### config.mk
export PLATFORM = sky130hd
export DESIGN_NAME = multicast_hash_table_builder
export DESIGN_NICKNAME = d
export VERILOG_FILES = /design/src/rtl/core/mhtb_pkg.sv /design/src/rtl/core/mhtb_crc_serial.sv /design/src/rtl/core/mhtb_table.sv /design/src/rtl/core/multicast_hash_table_builder.sv
export SDC_FILE = /design/constraint.sdc
export NUM_CORES = 1
export LEC_CHECK = 0
export ABC_AREA = 0
export BUFFER_PORTS_ARGS = -buffer_cell sky130_fd_sc_hd__buf_2
export CAP_MARGIN = 20
export CORE_ASPECT_RATIO = 0.75
export CORE_MARGIN = 5
export CORE_UTILIZATION = 40
export CTS_CLUSTER_DIAMETER = 200
export DETAILED_ROUTE_END_ITERATION = 16
export HOLD_SLACK_MARGIN = 0.03
export MAX_ROUTING_LAYER = met4
export SKIP_LAST_GASP = 1
export SYNTH_ARGS = -nofsm -noshare
export SYNTH_HDL_FRONTEND = slang
export SYNTH_SLANG_ARGS = --single-unit
### constraint.sdc
create_clock -name clk -period 8.3 [get_ports clk]
set_clock_uncertainty 0.2 [all_clocks]
set_input_delay 0.83 -clock clk [delete_from_list [all_inputs] [get_ports clk]]
set_output_delay 0.83 -clock clk [all_outputs]
set_load 0.05 [all_outputs]
### src/rtl/core/mhtb_pkg.sv
`default_nettype none
package mhtb_pkg;

    // table geometry
    localparam int TABLE_WORDS = 8;
    localparam int MAX_WORDS   = 8;
    localparam int WORD_W      = 32;
    localparam int SEL_W       = 3;
    localparam int BIT_W       = 5;
    localparam int MAC_W       = 48;
    localparam int CRC_W       = 32;
    localparam int INDEX_W     = 8;
    localparam int COUNT_W     = 4;

    // used words in each mode, capped at the physical depth
    localparam logic [COUNT_W-1:0] WIDE_WORDS =
        COUNT_W'(TABLE_WORDS > MAX_WORDS ? MAX_WORDS : TABLE_WORDS);
    localparam logic [COUNT_W-1:0] NARROW_WORDS = COUNT_W'(2);

    // reflected crc-32
    localparam logic [CRC_W-1:0] CRC_POLY = 32'hEDB8_8320;
    localparam logic [CRC_W-1:0] CRC_INIT = 32'hFFFF_FFFF;
    localparam logic [5:0]       CRC_LAST = 6'(MAC_W - 1);

    // commands
    typedef enum logic [1:0] {
        OP_CLEAR = 2'd0,
        OP_ADD   = 2'd1,
        OP_READ  = 2'd2,
        OP_NOP   = 2'd3
    } opcode_t;

    // configuration register indexes
    localparam logic CFG_WIDE_TABLE    = 1'b0;
    localparam logic CFG_ALL_MULTICAST = 1'b1;

    // crc unit status
    typedef struct packed {
        logic busy;
        logic done;
    } crc_status_t;

    // table write command
    typedef struct packed {
        logic               clear;
        logic               fill;
        logic               set;
        logic [SEL_W-1:0]   set_word;
        logic [BIT_W-1:0]   set_bit;
        logic [COUNT_W-1:0] used_words;
    } tbl_cmd_t;

endpackage
`default_nettype wire

### src/rtl/core/mhtb_crc_serial.sv
`default_nettype none
module mhtb_crc_serial (
    input  wire logic                          clk,
    input  wire logic                          rst_n,
    input  wire logic                          start,
    input  wire logic [mhtb_pkg::MAC_W-1:0]    mac,
    output mhtb_pkg::crc_status_t              status,
    output logic      [mhtb_pkg::CRC_W-1:0]    crc
);

    logic [mhtb_pkg::CRC_W-1:0] crc_reg, crc_next;
    logic [mhtb_pkg::MAC_W-1:0] mac_reg, mac_next;
    logic [5:0]                 cnt_reg, cnt_next;
    logic                       busy_reg, busy_next;
    logic                       done_reg, done_next;
    logic                       fb;

    // one address bit per cycle, lsb first
    always_comb
    begin
        fb        = crc_reg[0] ^ mac_reg[0];
        crc_next  = crc_reg;
        mac_next  = mac_reg;
        cnt_next  = cnt_reg;
        busy_next = busy_reg;
        done_next = 1'b0;
        if (start)
        begin
            crc_next  = mhtb_pkg::CRC_INIT;
            mac_next  = mac;
            cnt_next  = mhtb_pkg::CRC_LAST;
            busy_next = 1'b1;
        end
        else if (busy_reg)
        begin
            crc_next = {1'b0, crc_reg[mhtb_pkg::CRC_W-1:1]}
                     ^ (fb ? mhtb_pkg::CRC_POLY : '0);
            mac_next = {1'b0, mac_reg[mhtb_pkg::MAC_W-1:1]};
            cnt_next = cnt_reg - 6'd1;
            if (cnt_reg == 6'd0)
            begin
                busy_next = 1'b0;
                done_next = 1'b1;
            end
        end
    end

    // control state
    always_ff @(posedge clk or negedge rst_n)
    begin
        if (!rst_n)
        begin
            busy_reg <= 1'b0;
            done_reg <= 1'b0;
            cnt_reg  <= '0;
        end
        else
        begin
            busy_reg <= busy_next;
            done_reg <= done_next;
            cnt_reg  <= cnt_next;
        end
    end

    // datapath
    always_ff @(posedge clk)
    begin
        crc_reg <= crc_next;
        mac_reg <= mac_next;
    end

    assign status.busy = busy_reg;
    assign status.done = done_reg;
    assign crc         = crc_reg;

endmodule
`default_nettype wire

### src/rtl/core/mhtb_table.sv
`default_nettype none
module mhtb_table (
    input  wire logic                            clk,
    input  wire logic                            rst_n,
    input  wire mhtb_pkg::tbl_cmd_t              cmd,
    input  wire logic [mhtb_pkg::SEL_W-1:0]      rd_sel,
    output logic      [mhtb_pkg::WORD_W-1:0]     rd_word
);

    logic [mhtb_pkg::WORD_W-1:0] filter_word_reg [mhtb_pkg::MAX_WORDS];

    // one register per table word
    for (genvar g = 0; g < mhtb_pkg::MAX_WORDS; g++)
    begin : g_word
        localparam logic [mhtb_pkg::SEL_W-1:0] WORD_ID = mhtb_pkg::SEL_W'(g);
        logic word_used;
        logic [mhtb_pkg::WORD_W-1:0] word_next;

        always_comb
        begin
            word_used = {1'b0, WORD_ID} < cmd.used_words;
            word_next = filter_word_reg[g];
            if (cmd.clear && word_used)
                word_next = cmd.fill ? '1 : '0;
            else if (cmd.set && (cmd.set_word == WORD_ID))
                word_next = filter_word_reg[g]
                          | (mhtb_pkg::WORD_W'(1) << cmd.set_bit);
        end

        always_ff @(posedge clk or negedge rst_n)
        begin
            if (!rst_n)
                filter_word_reg[g] <= '0;
            else
                filter_word_reg[g] <= word_next;
        end
    end

    // word read
    assign rd_word = filter_word_reg[rd_sel];

endmodule
`default_nettype wire

### src/rtl/core/multicast_hash_table_builder.sv
// add: result beat after the bit-serial crc over the 48-bit address, the crc done
// flag and a finish step that updates the table
// clear, read, no-op: skip the crc and go from idle straight to the finish step
// input ready only in idle, so a new command is taken only once the last one has
// committed; a result held by m_tready low stalls the finish step
// rst_n asynchronous active low: table words and both config registers clear to zero
`default_nettype none
module multicast_hash_table_builder (
    input  wire logic        clk,
    input  wire logic        rst_n,
    // configuration writes
    input  wire logic        cfg_we,
    input  wire logic        cfg_index,
    input  wire logic        cfg_wdata,
    // command stream
    input  wire logic        s_tvalid,
    output logic             s_tready,
    input  wire logic [55:0] s_tdata,    // [47:0] mac_address, [50:48] word_select
    input  wire logic [1:0]  s_tuser,    // [1:0] opcode
    // result stream
    output logic             m_tvalid,
    input  wire logic        m_tready,
    output logic      [39:0] m_tdata,    // [7:0] hash_index, [39:8] table_word
    output logic      [0:0]  m_tuser     // [0] word_valid
);

    typedef enum logic [2:0] {
        ST_IDLE   = 3'b001,
        ST_CRC    = 3'b010,
        ST_FINISH = 3'b100
    } state_t;

    state_t state_reg, state_next;

    logic                          wide_reg, allm_reg;
    mhtb_pkg::opcode_t             op_reg, op_next;
    logic [mhtb_pkg::SEL_W-1:0]    sel_reg, sel_next;

    logic                          out_valid_reg, out_valid_next;
    logic [mhtb_pkg::INDEX_W-1:0]  out_index_reg, out_index_next;
    logic [mhtb_pkg::WORD_W-1:0]   out_word_reg, out_word_next;
    logic                          out_flag_reg, out_flag_next;

    logic                          accept, commit, crc_start;
    mhtb_pkg::crc_status_t         crc_status;
    logic [mhtb_pkg::CRC_W-1:0]    crc;
    logic [mhtb_pkg::INDEX_W-1:0]  crc_low, crc_rev, hash_idx;
    logic [mhtb_pkg::SEL_W-1:0]    hash_word;
    logic [mhtb_pkg::COUNT_W-1:0]  used_words;
    logic                          add_in_range, read_in_range;
    mhtb_pkg::tbl_cmd_t            tbl_cmd;
    logic [mhtb_pkg::SEL_W-1:0]    rd_sel;
    logic [mhtb_pkg::WORD_W-1:0]   rd_word;

    assign accept    = s_tvalid && s_tready;
    assign s_tready  = (state_reg == ST_IDLE);
    assign commit    = (state_reg == ST_FINISH) && (!out_valid_reg || m_tready);
    assign crc_start = accept && (mhtb_pkg::opcode_t'(s_tuser) == mhtb_pkg::OP_ADD);

    // configuration registers
    always_ff @(posedge clk or negedge rst_n)
    begin
        if (!rst_n)
        begin
            wide_reg <= 1'b0;
            allm_reg <= 1'b0;
        end
        else if (cfg_we)
        begin
            unique case (cfg_index)
                mhtb_pkg::CFG_WIDE_TABLE:    wide_reg <= cfg_wdata;
                mhtb_pkg::CFG_ALL_MULTICAST: allm_reg <= cfg_wdata;
                default:                     ;
            endcase
        end
    end

    mhtb_crc_serial u_crc (
        .clk    (clk),
        .rst_n  (rst_n),
        .start  (crc_start),
        .mac    (s_tdata[47:0]),
        .status (crc_status),
        .crc    (crc)
    );

    // hash index from the inverted, bit-reversed low crc byte, shifted right by two in narrow mode
    always_comb
    begin
        crc_low = ~crc[mhtb_pkg::INDEX_W-1:0];
        for (int i = 0; i < mhtb_pkg::INDEX_W; i++)
            crc_rev[i] = crc_low[mhtb_pkg::INDEX_W-1-i];
        hash_idx  = wide_reg ? crc_rev : {2'b00, crc_rev[7:2]};
        hash_word = hash_idx[7:5];
    end

    assign used_words    = wide_reg ? mhtb_pkg::WIDE_WORDS : mhtb_pkg::NARROW_WORDS;
    assign add_in_range  = {1'b0, hash_word} < used_words;
    assign read_in_range = {1'b0, sel_reg} < used_words;
    assign rd_sel        = (op_reg == mhtb_pkg::OP_ADD) ? hash_word : sel_reg;

    // table write command, issued once on commit
    always_comb
    begin
        tbl_cmd.clear      = commit && (op_reg == mhtb_pkg::OP_CLEAR);
        tbl_cmd.fill       = allm_reg;
        tbl_cmd.set        = commit && (op_reg == mhtb_pkg::OP_ADD) && add_in_range;
        tbl_cmd.set_word   = hash_word;
        tbl_cmd.set_bit    = hash_idx[4:0];
        tbl_cmd.used_words = used_words;
    end

    mhtb_table u_table (
        .clk     (clk),
        .rst_n   (rst_n),
        .cmd     (tbl_cmd),
        .rd_sel  (rd_sel),
        .rd_word (rd_word)
    );

    // sequencer
    always_comb
    begin
        state_next = state_reg;
        op_next    = op_reg;
        sel_next   = sel_reg;
        unique case (state_reg)
            ST_IDLE:
            begin
                if (accept)
                begin
                    op_next    = mhtb_pkg::opcode_t'(s_tuser);
                    sel_next   = s_tdata[50:48];
                    state_next = crc_start ? ST_CRC : ST_FINISH;
                end
            end
            ST_CRC:
            begin
                if (crc_status.done)
                    state_next = ST_FINISH;
            end
            ST_FINISH:
            begin
                if (commit)
                    state_next = ST_IDLE;
            end
            default:
                state_next = ST_IDLE;
        endcase
    end

    // result beat
    always_comb
    begin
        out_valid_next = out_valid_reg && !m_tready;
        out_index_next = out_index_reg;
        out_word_next  = out_word_reg;
        out_flag_next  = out_flag_reg;
        if (commit)
        begin
            out_valid_next = 1'b1;
            out_index_next = '0;
            out_word_next  = '0;
            out_flag_next  = 1'b0;
            unique case (op_reg)
                mhtb_pkg::OP_CLEAR:
                begin
                    out_word_next = allm_reg ? '1 : '0;
                    out_flag_next = 1'b1;
                end
                mhtb_pkg::OP_ADD:
                begin
                    out_index_next = hash_idx;
                    if (add_in_range)
                    begin
                        out_word_next = rd_word
                                      | (mhtb_pkg::WORD_W'(1) << hash_idx[4:0]);
                        out_flag_next = 1'b1;
                    end
                end
                mhtb_pkg::OP_READ:
                begin
                    if (read_in_range)
                    begin
                        out_word_next = rd_word;
                        out_flag_next = 1'b1;
                    end
                end
                mhtb_pkg::OP_NOP:
                    ;
                default:
                    ;
            endcase
        end
    end

    // control state
    always_ff @(posedge clk or negedge rst_n)
    begin
        if (!rst_n)
        begin
            state_reg     <= ST_IDLE;
            out_valid_reg <= 1'b0;
        end
        else
        begin
            state_reg     <= state_next;
            out_valid_reg <= out_valid_next;
        end
    end

    // payload
    always_ff @(posedge clk)
    begin
        op_reg        <= op_next;
        sel_reg       <= sel_next;
        out_index_reg <= out_index_next;
        out_word_reg  <= out_word_next;
        out_flag_reg  <= out_flag_next;
    end

    assign m_tvalid   = out_valid_reg;
    assign m_tdata    = {out_word_reg, out_index_reg};
    assign m_tuser[0] = out_flag_reg;

`ifndef SYNTH
    // crc finishes only while the sequencer waits on it
    a_crc_done_state: assert property (@(posedge clk) disable iff (!rst_n)
        crc_status.done |-> (state_reg == ST_CRC))
        else $error("crc done outside crc state");

    // an accepted add starts the crc unit
    a_add_starts_crc: assert property (@(posedge clk) disable iff (!rst_n)
        crc_start |=> (crc_status.busy && (state_reg == ST_CRC)))
        else $error("add did not start crc");

    // an unused word never carries data
    a_invalid_word_zero: assert property (@(posedge clk) disable iff (!rst_n)
        (commit && !out_flag_next) |=> (out_word_reg == '0))
        else $error("invalid word with nonzero data");

    // a commit leaves a valid result and returns the sequencer to idle
    a_commit_free: assert property (@(posedge clk) disable iff (!rst_n)
        commit |=> (out_valid_reg && (state_reg == ST_IDLE)))
        else $error("commit lost");
`endif

endmodule
`default_nettype wire
==> flow_summary.ini <==
[global_route]
grt_overflow_total = 0
first_global_vias = 14000
grt_use_total_pct = 21.1
grt_pass1_wl_um = 81900
antenna_violations_before_repair = 0
grt_max_degree = 193

[synthesis]
synth_cell_types = 60
largest_family_of_logic_cells_by_synthesized_area = simple AND/OR/NAND/NOR gates
yosys.area.top_type = dfrtp_1
synth_xor_xnor_area_share_pct = 0.867
avgSynthCellArea_um2 = 9.65
synth-seq-cells = 396
post_synth_main_area_contributors = dfrtp_1, edfxtp_1, a21oi_1
syn_inst = 1885
synth-seq-area-share_pct = 56.2
synth_commonest_cells = a21oi_1, nand2_1, nor2_1
syn_nets = 1952
synth_top_area_share_pct = 37.0
number_of_enable_type_register_cells_in_the_synthesized_netlist = 94
synth.most_common_cell = a21oi_1
synth_simple_gate_area_share_pct = 16.6
synth-main-ff-cell = dfrtp_1
post_synth_adder_cell_area_pct = 0.138
synth_compound_area_share_pct = 14.9
synthArstFlopShare_pct = 68.2
synth.yosys.warnings = 0
syn_area_um2 = 18200
post_synthesis_mux_area_share_pct = 7.01

[timing]
hold_viol_final = 0
worst_pin_slew_ps = 1150
timing.final.crit_period_ps = 4300
finalCritPeriodShare_pct = 51.8
max_freq_mhz = 233
setup_slack_ps = 4000
timing.slew.headroom_pct = 23.0
setup_repair_after_global_routing_missed_its_margin = false
timing.final.max_slew_violations = 0
final_tns_setup_ps = 0
hold-worst-slack_ps = 181
finalSetupViolCount = 0

[finish]
layout-drive-gt1-share_pct = 14.4
num_antenna_cells = 0
largest_register_ff_count = 256
num-nets-final = 1992
fin_cells = 2544
area_growth_from_synthesis_to_final_layout_pct = 12.2
utilization_pct = 45.5
design_area_um2 = 20400
num-fill-cells = 4193

[power_and_ir_drop]
pwr_density_cell_nw_per_um2 = 343
total_leakage_power_nw = 9.22
total_power_mw = 7.00
vdd_drop_max_uv = 143

[worst_setup_path]
cp_top_family = simple AND/OR/NAND/NOR gates
cp_buf_inv_count = 1
data_required_time_at_the_worst_endpoint_ps = 8470
timing.critical_path.arrival_ps = 4470
cp-end-kind = flop
worstSetupStartpointType = flop
critical_path_cell_sequence = nand2b_1 > a21oi_4 > buf_4 > nand2_1 > a21oi_1 > nor2_1 > o211ai_1
timing.critical_path.slowest_cell_delay_ps = 860
worst_path_max_delay_cell = edfxtp_1
timing.setup.critical_path_class = flop to flop
path_max_fanout = 64

[routing]
post_drt_via_cell_ratio = 5.67
vias = 14400
antenna_left = 0
post-route-drc-count = 0
detail_route.iter0.violations = 1552
routed_wirelength_um = 52300
first_drt_pass_iteration_count = 5
detail_route.wl_per_cell_um = 20.6

[floorplanning]
initial_utilization_pct = 40.5
die-area_um2 = 49900
chipHeight_um = 195
num_io_pins = 108
floorplan.rows = 67
die_width_um = 256
core_um2 = 44800

[outcome]
run_status = complete, no violations

[clock_network]
numCtsBuffers = 42
ctsLongestPathBuffers = 3
tritoncts_clock_tree = built
cts.hold.buffers_added = 0
post_cts.repair.setup_buffers = 0
clkTransAtPathRegs_ps = 60
root_buf_cell = clkbuf_16
clk_latency_ps = 560
clock_sinks = 396
postCtsResizedCells = 0
h-tree-depth = 2

[placement]
place_area_um2 = 19000
placement.io_buffers = 102
place.detailed.hpwl_um = 29900
dp.cells = 2465
dpl_worst_slack_ps = 4070
globalplace.congestion = 0.852

[flow_run]
max_cap_viol_count = 0

[worst_hold_path]
hold_path.class = input pin to asynchronous set/reset pin
## layer usage
metal	up-vias	part of all wire [%]	track usage (%)
met5	-	0	-
met4	0	2.8	6.75
met3	115	8.2	4.00
met2	619	44	31.3
met1	7108	45	29.6
li1	6586	-	-
## cell families (layout without fill, tap and decap cells)
kind of cell,Yosys count,in the layout
buffers and inverters,146,219
AO/OA/AOI/OAI,477,477
flip-flops,396,396
multiplexers,121,121
AND/OR/NAND/NOR,725,725
adder cells (fa/ha/maj),2,2
XOR/XNOR,18,18
## final timing paths
path	start	endpoint	slack, ps	cells after the start
max in group asynchronous	rst_n	u_table.filter_word_reg[15]	6220	2
hold reg to reg	u_crc.done_reg	state_reg[1]	260	1
setup / recovery	op_reg[0]	out_word_reg[31]	4000	7
min in group clk	s_tdata[49]	sel_reg[1]	240	1
hold / removal	rst_n	u_table.filter_word_reg[95]	180	1
setup reg to reg	op_reg[0]	out_word_reg[31]	4000	7
## final cells by class
cell class	count	area (µm²)	area share (%)
well taps	586	733	3.59
inverters	8	32.5	0.159
clock buffers	65	1320	6.44
repair buffers	134	813	3.99
multi-input cells	1343	7230	35.4
flip-flops and latches	396	10200	50.1
clock inverters	12	58.8	0.288
## cell usage in the layout (no fill, tap or decap), types with 19 or more instances in the layout
cell,count
edfxtp_1,94
o32ai_1,19
a21oi_1,311
nand3_1,63
mux2_2,51
nand2_1,298
buf_4,28
nor2_1,297
buf_2,101
o21ai_0,66
dfrtp_1,268
dfxtp_1,32
clkbuf_16,48
mux2i_1,69
## power breakdown
group          switching (mW)  internal, mW  leakage, nW
Sequential              0.317          2.60         4.80
Clock                   0.783          1.09        0.679
Combinational            1.47         0.735         3.74
Total                    2.57          4.43         9.22
Power figures use the tool's default switching activity.
